File: src/hdl/cfs_pkg.sv
`timescale 1ns / 1ps
//------------------------------------------------------------------------------
// Motion cross-fade selector package
// Shared types, codes and reset constants of the cross-fade selector.
//------------------------------------------------------------------------------
package cfs_pkg;

    localparam int unsigned TIME_W   = 32;
    localparam int unsigned FADE_W   = 16;
    localparam int unsigned CODE_W   = 6;
    localparam int unsigned RATIO_W  = 17;
    localparam int unsigned CFG_IDX_W = 3;

    localparam logic [RATIO_W-1:0] ONE_Q16 = 17'h10000;

    localparam logic [FADE_W-1:0] FADE_TO_SPECIAL_RST = 16'd200;
    localparam logic [FADE_W-1:0] FADE_TO_WALK_RST    = 16'd300;
    localparam logic [FADE_W-1:0] PLAY_DEAD_DELAY_RST = 16'd2000;
    localparam logic [CODE_W-1:0] STAND_UP_BACK_RST   = 6'd1;
    localparam logic [CODE_W-1:0] STAND_UP_FRONT_RST  = 6'd2;
    localparam logic [CODE_W-1:0] PLAY_DEAD_RST       = 6'd0;
    localparam logic [CODE_W-1:0] NO_ACTION_RST       = 6'd63;

    localparam logic MOTION_SPECIAL = 1'b0;
    localparam logic MOTION_WALK    = 1'b1;

    typedef enum logic [CFG_IDX_W-1:0] {
        REG_FADE_TO_SPECIAL = 3'd0,
        REG_FADE_TO_WALK    = 3'd1,
        REG_PLAY_DEAD_DELAY = 3'd2,
        REG_STAND_UP_BACK   = 3'd3,
        REG_STAND_UP_FRONT  = 3'd4,
        REG_PLAY_DEAD       = 3'd5,
        REG_NO_ACTION       = 3'd6
    } cfg_reg_t;

    typedef enum logic [1:0] {
        KIND_FORWARD   = 2'd0,
        KIND_DEFAULT   = 2'd1,
        KIND_NO_ACTION = 2'd2
    } kind_t;

    typedef enum logic [1:0] {
        MODE_DEACTIVE = 2'd0,
        MODE_FIRST    = 2'd1,
        MODE_ACTIVE   = 2'd2
    } mode_t;

    typedef enum logic [1:0] {
        ST_IDLE,
        ST_CALC,
        ST_DIV,
        ST_FINISH
    } state_t;

    typedef struct packed {
        logic busy;
        logic done;
    } div_status_t;

endpackage

File: src/hdl/cfs_if.sv
`timescale 1ns / 1ps
//------------------------------------------------------------------------------
// Motion cross-fade selector channels
// Frame input, result output and configuration write channels.
//------------------------------------------------------------------------------
`default_nettype none

interface cfs_frame_if;
    logic                             valid;
    logic                             ready;
    logic [cfs_pkg::TIME_W-1:0]       now_ms;
    logic                             requested_motion;
    logic [cfs_pkg::CODE_W-1:0]       requested_action;
    logic                             special_can_leave;
    logic                             walk_can_leave;

    modport source (output valid, now_ms, requested_motion, requested_action,
                    special_can_leave, walk_can_leave, input ready);
    modport sink   (input valid, now_ms, requested_motion, requested_action,
                    special_can_leave, walk_can_leave, output ready);
endinterface

interface cfs_result_if;
    logic                             valid;
    logic                             ready;
    logic                             target_motion;
    logic                             forward_walk_request;
    logic [1:0]                       action_request_kind;
    logic [cfs_pkg::RATIO_W-1:0]      special_ratio;
    logic [cfs_pkg::RATIO_W-1:0]      walk_ratio;
    logic [1:0]                       special_mode;

    modport source (output valid, target_motion, forward_walk_request,
                    action_request_kind, special_ratio, walk_ratio, special_mode,
                    input ready);
    modport sink   (input valid, target_motion, forward_walk_request,
                    action_request_kind, special_ratio, walk_ratio, special_mode,
                    output ready);
endinterface

interface cfs_cfg_if;
    logic                             valid;
    logic                             ready;
    logic [cfs_pkg::CFG_IDX_W-1:0]    index;
    logic [cfs_pkg::FADE_W-1:0]       data;

    modport source (output valid, index, data, input ready);
    modport sink   (input valid, index, data, output ready);
endinterface

`default_nettype wire

File: src/hdl/motion_crossfade_selector.sv
`timescale 1ns / 1ps
//------------------------------------------------------------------------------
// Motion cross-fade selector
// Picks the target motion per control frame, decides forwarded requests and
// cross-fades the special-action and walk blend ratios in Q1.16.
//------------------------------------------------------------------------------
// Flow: frame transfer, calculation, then the 16-step serial divider when the fade
// step needs a division, then the finish state that loads the result. One frame
// at a time; the next frame is taken in the cycle after the result is loaded.
// Reset: control, configuration and persistent state and the output valid return
// to their reset values at once, with no clearing pass; the frame, work and result
// data registers are not reset.
//------------------------------------------------------------------------------
`default_nettype none

module motion_crossfade_selector (
    input  wire logic          clk,
    input  wire logic          rst_n,
    cfs_frame_if.sink          frame,
    cfs_result_if.source       result,
    cfs_cfg_if.sink            cfg
);

    localparam int unsigned TW = cfs_pkg::TIME_W;
    localparam int unsigned FW = cfs_pkg::FADE_W;
    localparam int unsigned CW = cfs_pkg::CODE_W;
    localparam int unsigned RW = cfs_pkg::RATIO_W;

    // Configuration registers.
    logic [FW-1:0] fade_special_reg;
    logic [FW-1:0] fade_walk_reg;
    logic [FW-1:0] play_dead_delay_reg;
    logic [CW-1:0] stand_back_reg;
    logic [CW-1:0] stand_front_reg;
    logic [CW-1:0] play_dead_reg;
    logic [CW-1:0] no_action_reg;

    // Persistent state.
    logic [TW-1:0] last_time_reg;
    logic          last_motion_reg;
    logic          prev_motion_reg;
    logic          target_reg;
    logic          target_next;
    logic [RW-1:0] blend_reg;
    logic [RW-1:0] blend_next;
    logic [CW-1:0] last_action_reg;
    logic [CW-1:0] last_action_next;

    // Captured frame and per-frame work registers.
    logic [TW-1:0]  now_reg;
    logic           req_reg;
    logic [CW-1:0]  action_reg;
    logic           sp_leave_reg;
    logic           wk_leave_reg;
    logic           skip_reg;
    logic           fwd_reg;
    logic           fwd_next;
    cfs_pkg::kind_t kind_reg;
    cfs_pkg::kind_t kind_next;
    logic [RW-1:0]  step_reg;

    // Result registers.
    logic           out_valid_reg;
    logic           out_target_reg;
    logic           out_fwd_reg;
    cfs_pkg::kind_t out_kind_reg;
    logic [RW-1:0]  out_special_reg;
    logic [RW-1:0]  out_walk_reg;
    cfs_pkg::mode_t out_mode_reg;
    cfs_pkg::mode_t mode_next;

    cfs_pkg::state_t state_reg;
    cfs_pkg::state_t state_next;

    logic            frame_fire;
    logic            cfg_fire;
    logic            skip;
    logic            standup;
    logic            take_req;
    logic [TW-1:0]   dt;
    logic [FW-1:0]   fade_time;
    logic            saturate;
    logic            div_start;
    logic            load_out;
    logic [RW:0]     blend_sum;
    cfs_pkg::div_status_t div_status;
    logic [FW-1:0]   div_quotient;

    assign frame_fire = frame.valid && frame.ready;
    assign cfg_fire   = cfg.valid && cfg.ready;
    assign cfg.ready  = 1'b1;

    always_ff @(posedge clk or negedge rst_n)
    begin
        if (!rst_n)
        begin
            fade_special_reg    <= cfs_pkg::FADE_TO_SPECIAL_RST;
            fade_walk_reg       <= cfs_pkg::FADE_TO_WALK_RST;
            play_dead_delay_reg <= cfs_pkg::PLAY_DEAD_DELAY_RST;
            stand_back_reg      <= cfs_pkg::STAND_UP_BACK_RST;
            stand_front_reg     <= cfs_pkg::STAND_UP_FRONT_RST;
            play_dead_reg       <= cfs_pkg::PLAY_DEAD_RST;
            no_action_reg       <= cfs_pkg::NO_ACTION_RST;
        end
        else if (cfg_fire)
        begin
            case (cfg.index)
                cfs_pkg::REG_FADE_TO_SPECIAL: fade_special_reg    <= cfg.data;
                cfs_pkg::REG_FADE_TO_WALK:    fade_walk_reg       <= cfg.data;
                cfs_pkg::REG_PLAY_DEAD_DELAY: play_dead_delay_reg <= cfg.data;
                cfs_pkg::REG_STAND_UP_BACK:   stand_back_reg      <= cfg.data[CW-1:0];
                cfs_pkg::REG_STAND_UP_FRONT:  stand_front_reg     <= cfg.data[CW-1:0];
                cfs_pkg::REG_PLAY_DEAD:       play_dead_reg       <= cfg.data[CW-1:0];
                cfs_pkg::REG_NO_ACTION:       no_action_reg       <= cfg.data[CW-1:0];
                default:                      ;
            endcase
        end
    end

    // Target selection, request forwarding and fade time.
    always_comb
    begin
        skip    = (last_time_reg == '0);
        standup = (req_reg == cfs_pkg::MOTION_SPECIAL) &&
                  ((action_reg == stand_back_reg) || (action_reg == stand_front_reg));
        take_req = ((last_motion_reg == cfs_pkg::MOTION_SPECIAL) && sp_leave_reg) ||
                   standup ||
                   ((last_motion_reg == cfs_pkg::MOTION_WALK) && wk_leave_reg);
        target_next = (!skip && take_req) ? req_reg : target_reg;
        fwd_next = !skip && (req_reg == cfs_pkg::MOTION_WALK) &&
                   (last_motion_reg == cfs_pkg::MOTION_WALK);
        if (skip)
        begin
            kind_next = cfs_pkg::KIND_DEFAULT;
        end
        else if (req_reg == cfs_pkg::MOTION_SPECIAL)
        begin
            kind_next = cfs_pkg::KIND_FORWARD;
        end
        else if (target_next == cfs_pkg::MOTION_SPECIAL)
        begin
            kind_next = cfs_pkg::KIND_NO_ACTION;
        end
        else
        begin
            kind_next = cfs_pkg::KIND_DEFAULT;
        end
        dt = now_reg - last_time_reg;
        if ((prev_motion_reg == cfs_pkg::MOTION_SPECIAL) && (last_action_reg == play_dead_reg))
        begin
            fade_time = play_dead_delay_reg;
        end
        else if (target_next == cfs_pkg::MOTION_SPECIAL)
        begin
            fade_time = fade_special_reg;
        end
        else
        begin
            fade_time = fade_walk_reg;
        end
        // An elapsed time at or above the fade time, or a zero fade time, gives a full step of 1.0.
        saturate = (fade_time == '0) || (dt >= {{(TW-FW){1'b0}}, fade_time});
    end

    // Blend update, mode and remembered action.
    always_comb
    begin
        blend_sum = {1'b0, blend_reg} + {1'b0, step_reg};
        if (skip_reg)
        begin
            blend_next = blend_reg;
        end
        else if (target_reg == cfs_pkg::MOTION_SPECIAL)
        begin
            blend_next = (blend_sum < {1'b0, cfs_pkg::ONE_Q16}) ? blend_sum[RW-1:0]
                                                               : cfs_pkg::ONE_Q16;
        end
        else
        begin
            blend_next = (blend_reg > step_reg) ? (blend_reg - step_reg) : '0;
        end
        if (blend_next < cfs_pkg::ONE_Q16)
        begin
            mode_next = (target_reg == cfs_pkg::MOTION_SPECIAL) ? cfs_pkg::MODE_FIRST
                                                                : cfs_pkg::MODE_DEACTIVE;
        end
        else
        begin
            mode_next = cfs_pkg::MODE_ACTIVE;
        end
        last_action_next = last_action_reg;
        if (!skip_reg && (mode_next == cfs_pkg::MODE_ACTIVE))
        begin
            if ((kind_reg == cfs_pkg::KIND_FORWARD) && (action_reg != no_action_reg))
            begin
                last_action_next = action_reg;
            end
            else if (kind_reg == cfs_pkg::KIND_DEFAULT)
            begin
                last_action_next = play_dead_reg;
            end
        end
    end

    // Next state.
    always_comb
    begin
        state_next = state_reg;
        case (state_reg)
            cfs_pkg::ST_IDLE:
            begin
                if (frame_fire)
                begin
                    state_next = cfs_pkg::ST_CALC;
                end
            end
            cfs_pkg::ST_CALC:
            begin
                state_next = (skip || saturate) ? cfs_pkg::ST_FINISH : cfs_pkg::ST_DIV;
            end
            cfs_pkg::ST_DIV:
            begin
                if (div_status.done)
                begin
                    state_next = cfs_pkg::ST_FINISH;
                end
            end
            cfs_pkg::ST_FINISH:
            begin
                if (!out_valid_reg || result.ready)
                begin
                    state_next = cfs_pkg::ST_IDLE;
                end
            end
            default:
            begin
                state_next = cfs_pkg::ST_IDLE;
            end
        endcase
    end

    // State machine outputs.
    always_comb
    begin
        frame.ready = (state_reg == cfs_pkg::ST_IDLE);
        div_start   = (state_reg == cfs_pkg::ST_CALC) && !skip && !saturate;
        load_out    = (state_reg == cfs_pkg::ST_FINISH) && (!out_valid_reg || result.ready);
    end

    cfs_div u_div (
        .clk      (clk),
        .rst_n    (rst_n),
        .start    (div_start),
        .dividend (dt[FW-1:0]),
        .divisor  (fade_time),
        .status   (div_status),
        .quotient (div_quotient)
    );

    always_ff @(posedge clk or negedge rst_n)
    begin
        if (!rst_n)
        begin
            state_reg       <= cfs_pkg::ST_IDLE;
            last_time_reg   <= '0;
            last_motion_reg <= cfs_pkg::MOTION_SPECIAL;
            prev_motion_reg <= cfs_pkg::MOTION_SPECIAL;
            target_reg      <= cfs_pkg::MOTION_SPECIAL;
            blend_reg       <= cfs_pkg::ONE_Q16;
            last_action_reg <= cfs_pkg::PLAY_DEAD_RST;
            out_valid_reg   <= 1'b0;
        end
        else
        begin
            state_reg <= state_next;
            if (state_reg == cfs_pkg::ST_CALC)
            begin
                target_reg <= target_next;
            end
            if (load_out)
            begin
                last_time_reg   <= now_reg;
                last_motion_reg <= target_reg;
                if (last_motion_reg != target_reg)
                begin
                    prev_motion_reg <= last_motion_reg;
                end
                blend_reg       <= blend_next;
                last_action_reg <= last_action_next;
                out_valid_reg   <= 1'b1;
            end
            else if (result.ready)
            begin
                out_valid_reg <= 1'b0;
            end
        end
    end

    always_ff @(posedge clk)
    begin
        if (frame_fire)
        begin
            now_reg      <= frame.now_ms;
            req_reg      <= frame.requested_motion;
            action_reg   <= frame.requested_action;
            sp_leave_reg <= frame.special_can_leave;
            wk_leave_reg <= frame.walk_can_leave;
        end
        if (state_reg == cfs_pkg::ST_CALC)
        begin
            skip_reg <= skip;
            fwd_reg  <= fwd_next;
            kind_reg <= kind_next;
            step_reg <= cfs_pkg::ONE_Q16;
        end
        else if ((state_reg == cfs_pkg::ST_DIV) && div_status.done)
        begin
            step_reg <= {{(RW-FW){1'b0}}, div_quotient};
        end
        if (load_out)
        begin
            out_target_reg  <= target_reg;
            out_fwd_reg     <= fwd_reg;
            out_kind_reg    <= kind_reg;
            out_special_reg <= blend_next;
            out_walk_reg    <= cfs_pkg::ONE_Q16 - blend_next;
            out_mode_reg    <= mode_next;
        end
    end

    assign result.valid                = out_valid_reg;
    assign result.target_motion        = out_target_reg;
    assign result.forward_walk_request = out_fwd_reg;
    assign result.action_request_kind  = out_kind_reg;
    assign result.special_ratio        = out_special_reg;
    assign result.walk_ratio           = out_walk_reg;
    assign result.special_mode         = out_mode_reg;

`ifndef SYNTHESIS
    a_frame_to_calc: assert property (@(posedge clk) disable iff (!rst_n)
        frame_fire |=> (state_reg == cfs_pkg::ST_CALC))
        else $error("Frame transfer did not start the calculation.");

    a_div_done_finish: assert property (@(posedge clk) disable iff (!rst_n)
        ((state_reg == cfs_pkg::ST_DIV) && div_status.done) |=>
            (state_reg == cfs_pkg::ST_FINISH))
        else $error("Divider completion did not lead to the finish state.");

    a_load_sets_valid: assert property (@(posedge clk) disable iff (!rst_n)
        load_out |=> out_valid_reg)
        else $error("Result load did not raise the output valid.");

    a_active_full_ratio: assert property (@(posedge clk) disable iff (!rst_n)
        (out_valid_reg && (out_mode_reg == cfs_pkg::MODE_ACTIVE)) |->
            (out_special_reg == cfs_pkg::ONE_Q16))
        else $error("Active mode reported with a special ratio below 1.0.");

    a_step_range: assert property (@(posedge clk) disable iff (!rst_n)
        (state_reg == cfs_pkg::ST_FINISH) |-> (step_reg <= cfs_pkg::ONE_Q16))
        else $error("Fade step exceeds 1.0.");
`endif

endmodule

`default_nettype wire

File: src/hdl/cfs_div.sv
`timescale 1ns / 1ps
//------------------------------------------------------------------------------
// Cross-fade step divider
// Bit-serial restoring divider for (dividend * 2^16) / divisor, valid when the
// dividend is below the divisor; one quotient bit per cycle.
//------------------------------------------------------------------------------
`default_nettype none

module cfs_div (
    input  wire logic                          clk,
    input  wire logic                          rst_n,
    input  wire logic                          start,
    input  wire logic [cfs_pkg::FADE_W-1:0]    dividend,
    input  wire logic [cfs_pkg::FADE_W-1:0]    divisor,
    output      cfs_pkg::div_status_t          status,
    output      logic [cfs_pkg::FADE_W-1:0]    quotient
);

    localparam int unsigned W     = cfs_pkg::FADE_W;
    localparam int unsigned CNT_W = $clog2(W);
    localparam logic [CNT_W-1:0] LAST_STEP = CNT_W'(W - 1);

    logic [W-1:0]     rem_reg;
    logic [W-1:0]     rem_next;
    logic [W-1:0]     quo_reg;
    logic [W-1:0]     dsr_reg;
    logic [CNT_W-1:0] cnt_reg;
    logic             busy_reg;
    logic             done_reg;
    logic [W:0]       trial;
    logic             q_bit;

    always_comb
    begin
        trial = {rem_reg, 1'b0} - {1'b0, dsr_reg};
        q_bit = ~trial[W] | rem_reg[W-1];
        if (q_bit)
        begin
            rem_next = trial[W-1:0];
        end
        else
        begin
            rem_next = {rem_reg[W-2:0], 1'b0};
        end
    end

    always_ff @(posedge clk or negedge rst_n)
    begin
        if (!rst_n)
        begin
            busy_reg <= 1'b0;
            done_reg <= 1'b0;
            cnt_reg  <= '0;
        end
        else
        begin
            done_reg <= 1'b0;
            if (start)
            begin
                busy_reg <= 1'b1;
                cnt_reg  <= '0;
            end
            else if (busy_reg)
            begin
                cnt_reg <= cnt_reg + 1'b1;
                if (cnt_reg == LAST_STEP)
                begin
                    busy_reg <= 1'b0;
                    done_reg <= 1'b1;
                end
            end
        end
    end

    always_ff @(posedge clk)
    begin
        if (start)
        begin
            rem_reg <= dividend;
            dsr_reg <= divisor;
            quo_reg <= '0;
        end
        else if (busy_reg)
        begin
            rem_reg <= rem_next;
            quo_reg <= {quo_reg[W-2:0], q_bit};
        end
    end

    assign status.busy = busy_reg;
    assign status.done = done_reg;
    assign quotient    = quo_reg;

endmodule

`default_nettype wire

File: src/flat_wrapper.sv
// flat-port wrapper written by rule: the top's interface ports become plain ports
module motion_crossfade_selector_flat 
  (clk, rst_n, frame_valid, frame_now_ms, frame_requested_motion, frame_requested_action, frame_special_can_leave, frame_walk_can_leave, frame_ready, result_valid, result_target_motion, result_forward_walk_request, result_action_request_kind, result_special_ratio, result_walk_ratio, result_special_mode, result_ready, cfg_valid, cfg_index, cfg_data, cfg_ready);
  cfs_frame_if frame_i ();
  cfs_result_if result_i ();
  cfs_cfg_if cfg_i ();
  input  wire logic clk;
  input  wire logic rst_n;
  input wire logic [$bits(frame_i.valid)-1:0] frame_valid;
  input wire logic [$bits(frame_i.now_ms)-1:0] frame_now_ms;
  input wire logic [$bits(frame_i.requested_motion)-1:0] frame_requested_motion;
  input wire logic [$bits(frame_i.requested_action)-1:0] frame_requested_action;
  input wire logic [$bits(frame_i.special_can_leave)-1:0] frame_special_can_leave;
  input wire logic [$bits(frame_i.walk_can_leave)-1:0] frame_walk_can_leave;
  output wire logic [$bits(frame_i.ready)-1:0] frame_ready;
  output wire logic [$bits(result_i.valid)-1:0] result_valid;
  output wire logic [$bits(result_i.target_motion)-1:0] result_target_motion;
  output wire logic [$bits(result_i.forward_walk_request)-1:0] result_forward_walk_request;
  output wire logic [$bits(result_i.action_request_kind)-1:0] result_action_request_kind;
  output wire logic [$bits(result_i.special_ratio)-1:0] result_special_ratio;
  output wire logic [$bits(result_i.walk_ratio)-1:0] result_walk_ratio;
  output wire logic [$bits(result_i.special_mode)-1:0] result_special_mode;
  input wire logic [$bits(result_i.ready)-1:0] result_ready;
  input wire logic [$bits(cfg_i.valid)-1:0] cfg_valid;
  input wire logic [$bits(cfg_i.index)-1:0] cfg_index;
  input wire logic [$bits(cfg_i.data)-1:0] cfg_data;
  output wire logic [$bits(cfg_i.ready)-1:0] cfg_ready;
  assign frame_i.valid = frame_valid;
  assign frame_i.now_ms = frame_now_ms;
  assign frame_i.requested_motion = frame_requested_motion;
  assign frame_i.requested_action = frame_requested_action;
  assign frame_i.special_can_leave = frame_special_can_leave;
  assign frame_i.walk_can_leave = frame_walk_can_leave;
  assign frame_ready = frame_i.ready;
  assign result_valid = result_i.valid;
  assign result_target_motion = result_i.target_motion;
  assign result_forward_walk_request = result_i.forward_walk_request;
  assign result_action_request_kind = result_i.action_request_kind;
  assign result_special_ratio = result_i.special_ratio;
  assign result_walk_ratio = result_i.walk_ratio;
  assign result_special_mode = result_i.special_mode;
  assign result_i.ready = result_ready;
  assign cfg_i.valid = cfg_valid;
  assign cfg_i.index = cfg_index;
  assign cfg_i.data = cfg_data;
  assign cfg_ready = cfg_i.ready;
  motion_crossfade_selector u_core (.clk(clk), .rst_n(rst_n), .frame(frame_i), .result(result_i), .cfg(cfg_i));
endmodule
File: config.mk
export PLATFORM = sky130hd
export DESIGN_NAME = motion_crossfade_selector_flat
export DESIGN_NICKNAME = d
export VERILOG_FILES = /design/src/hdl/cfs_pkg.sv /design/src/hdl/cfs_if.sv /design/src/hdl/motion_crossfade_selector.sv /design/src/hdl/cfs_div.sv /design/src/flat_wrapper.sv
export SDC_FILE = /design/constraint.sdc
export NUM_CORES = 1
export LEC_CHECK = 0
export BUFFER_PORTS_ARGS = -buffer_cell sky130_fd_sc_hd__buf_4
export CORE_MARGIN = 5
export CORE_UTILIZATION = 25
export DETAILED_ROUTE_END_ITERATION = 6
export SYNTH_ARGS = -nofsm -noshare
export SYNTH_HDL_FRONTEND = slang
export SYNTH_SLANG_ARGS = --single-unit
File: constraint.sdc
create_clock -name clk -period 6.4 [get_ports clk]
set_input_delay 1.28 -clock clk [delete_from_list [all_inputs] [get_ports clk]]
set_output_delay 1.28 -clock clk [all_outputs]
set_load 0.02 [all_outputs]
==> results.yml <==
drt:
  wire_per_inst_microns: 17.5
  via_count: 13300
  ant_nets: 0
  drt_iter0_drc: 981
  via_per_inst: 4.83
  drc: 0
  drt_wl_total_mm: 48.1
  firstDrtPassIters: 5
pwr:
  power.net_switching_mw: 1.03
  intPower_mw: 3.57
  sw_frac_of_total: 0.225
  vdd.ir_drop.worst_uv: 139
  seqPwrFrac: 0.462
  combPwrFrac: 0.070
  p_per_area_nw_per_um2: 227
  p_leak_nw: 8.33
  p_clk_frac: 0.468
  power_mw: 4.60
place:
  dp_cells: 2692
  portBuffers: 106
  dp_hpwl_mm: 36.5
  place.gp.congestion: 0.872
  post_dp_cell_area_sq_um: 19000
  place_ws_ns: 0.646
timing:
  skew_ns: 0.0198
  holdWs_ns: 0.457
  fmax_mhz: 172
  period_minus_slack_ns: 5.81
  worst_slack_ns: 0.588
  finalHoldViolCount: 0
  setup_violations: 0
  grt_setup_unrepaired: "no"
  slew_violations: 0
  finalSetupTns_ns: 0
  fin_crit_sh: 0.908
  slew_headroom: 0.255
  worst_pin_slew_ns: 1.12
layout:
  n_fill_cell: 7035
  nNetsFinal: 2020
  register_area_sq_um: 7650
  final_util: 0.296
  finalInstanceArea_sq_um: 20200
  instances_no_fill: 2758
  drive_gt1_frac: 0.182
  area_delta_synth_final_pct: 18.0
  antenna_cells: 0
  multi_input_area_sq_um: 8760
grt:
  grt_overflow_total: 0
  track_usage: 0.127
  antenna_found_initial: 1
  grt_pass1_wl_mm: 75.8
  grt_start_max_net_pins: 99
  grt_pass1_vias: 13600
worst_hold_path:
  min_path_type: "reg -> reg"
synth:
  netlist_instances: 1745
  ys_types: 89
  synth-edff-count: 116
  synth.avg_cell_area_sq_um: 9.82
  synthArstFlopShare: 0.483
  synth-seq-area-share: 0.446
  syn_area_sq_um: 17100
  syn_nets: 1917
  synth_seq_cells: 288
  yosys.area.top_type: "edfxtp_1"
  synth_area_leaders: "edfxtp_1 20%, dfrtp_1 17%, ha_1 7.5%, mux2_2 5.5%, nand2_1 4.2%"
  synth_ff_type: "dfrtp_1"
  yosys.area.top_type_share: 0.203
  ys_warn_count: 0
clocking:
  insertion_delay_ns: 0.55
  cts_inserted_buffers: 36
  cts_buffer_depth: 3
  holdBufCountCts: 0
  h-tree-depth: 2
  clock-root-buffer: "clkbuf_16"
  cts_setup_buffers: 0
  cts_tree: "yes"
  path_clk_slew_ns: 0.06
  cts_resized: 0
  clkSinkCount: 288
worst_setup_path:
  max_stage_delay_ns: 0.64
  critPathKind: "reg -> reg"
  path_cells: "nor4_1 > nand4_1 > or2_1 > o21ai_1 > or2_1 > mux2i_1 > a21o_1 > ha_1 > a21oi_1 > nor2b_1 > o21ai_0 > o21ai_0 > nor4_1 > o221ai_1 > a2111oi_0 > and4_1 > nand4_2 > or2_1 > buf_4 > mux2_4"
  crit_path_end_kind: "flop"
  crit_buf_inv: 1
  path_delay_family: "simple AND/OR/NAND/NOR gates"
  worstSetupStartpointType: "flop"
  timing.critical_path.mode_cell: "or2_1"
  arrival_ns: 6.11
  critical_path_required_ns: 6.70
  slowest_stage: "o21ai_1"
  path_max_fanout: 13
floorplanning:
  core_region_area_sq_um: 68300
  die_h_microns: 272
  ioPinCount: 108
  dieArea_sq_um: 73900
  die_w_microns: 272
  initial_utilization: 0.251
  fp-row-count: 96
flow_run:
  cap_violations: 0
outcome:
  status: "finished, final reports clean"
## layer usage
layer  up-vias  global-route usage  part of all wire
li1       6513                   -                 -
met1      6482               0.164              0.45
met2       250               0.224              0.50
met3        67              0.0195             0.037
met4         0              0.0322             0.021
met5         -                   0                 0
## cells by family (layout without fill, tap and decap cells)
| kind of cell | count (synthesis) | in the layout | share of synthesized area |
|---|---|---|---|
| and+or+nand+nor | 546 | 546 | 0.153 |
| xor gates and xnor gates | 79 | 79 | 0.0404 |
| AOI/OAI and AO/OA | 414 | 414 | 0.159 |
| adders and majority gates | 107 | 107 | 0.0798 |
| DFF | 288 | 288 | 0.446 |
| muxes | 120 | 120 | 0.0773 |
| buffers and inverters | 190 | 321 | 0.0440 |
| other | 1 | 1 | 0.000219 |
## path summary, 6_finish.rpt
kind	startpoint	to	slack, ns	cells after the start
max	u_core.last_time_reg[12]	u_core.u_div.rem_reg[1]	0.59	20
min	u_core.u_div.quotient[8]	u_core.step_reg[8]	0.46	2
max reg2reg	u_core.last_time_reg[12]	u_core.u_div.rem_reg[1]	0.59	20
min reg2reg	u_core.u_div.quotient[8]	u_core.step_reg[8]	0.46	2
max in group asynchronous	rst_n	u_core.last_time_reg[10]	4.18	2
min in group asynchronous	rst_n	u_core.blend_reg[10]	0.75	1
## synth_stat cells, types with 11 or more instances
master	n
xor2_1	42
nor2_1	111
nor3_1	42
a21o_1	28
nor4_1	20
dfrtp_1	117
edfxtp_1	116
dfxtp_1	33
xnor2_1	37
nand4_1	13
a211oi_1	16
o31ai_1	12
or3_1	15
nor2b_1	23
mux2_2	83
a21oi_1	92
mux2i_1	33
o211ai_1	14
o21ai_0	116
nand3_1	42
dfstp_2	22
nor3b_1	12
o21a_1	16
nand2_1	193
nand2b_1	19
a31oi_1	11
inv_1	124
ha_1	103
and3_1	11
clkbuf_1	45
## worst reg2reg max path: stages (launching register included)
cell and delay [ns]:
dfrtp_1 0.37, nor4_1 0.35, nand4_1 0.29, or2_1 0.37
o21ai_1 0.64, or2_1 0.51, mux2i_1 0.15, a21o_1 0.23
ha_1 0.20, a21oi_1 0.12, nor2b_1 0.06, o21ai_0 0.15
o21ai_0 0.11, nor4_1 0.19, o221ai_1 0.15, a2111oi_0 0.38
and4_1 0.30, nand4_2 0.09, or2_1 0.35, buf_4 0.25
mux2_4 0.31
## power by group through the flow
stage          clock [mW]  combinational [mW]  sequential, mW
6_report             2.15               0.324            2.12
5_1_grt              2.29               0.361            2.13
4_1_cts              2.22               0.329            2.12
3_5_place_dp            0               0.326            2.16
3_3_place_gp            0               0.315            2.15
2_1_floorplan           0               0.219            2.12
## final cells by class
| type | count | share of cell area |
|---|---|---|
| multi-input cells | 1267 | 0.433 |
| flip-flops and latches | 288 | 0.378 |
| well taps | 882 | 0.0546 |
| clock buffers | 52 | 0.0538 |
| repair buffers | 129 | 0.0481 |
| inverters | 126 | 0.0234 |
| clock inverters | 14 | 0.00909 |
## layout by cell type (no fill, tap or decap), types with 10 or more instances in the layout
cell type and count:
o31ai_1 12, nor3_1 40, nand4_1 13, o21a_1 16, clkbuf_16 38, nor2_1 111, nand3_1 42, edfxtp_1 116
mux2_2 83, nand2_1 193, nand2b_1 19, or3_1 15, a21oi_2 10, xnor2_1 37, ha_1 103, a211oi_1 16
and3_1 11, buf_4 128, o211ai_1 14, nor3b_1 11, a21oi_1 92, o21ai_0 116, a21o_1 28, mux2i_1 33
nor2b_1 23, dfrtp_1 117, xor2_1 42, dfstp_2 22, dfxtp_1 33, a31oi_1 11, inv_1 124, nor4_1 20
No activity file was read; power rests on OpenSTA's default activity.
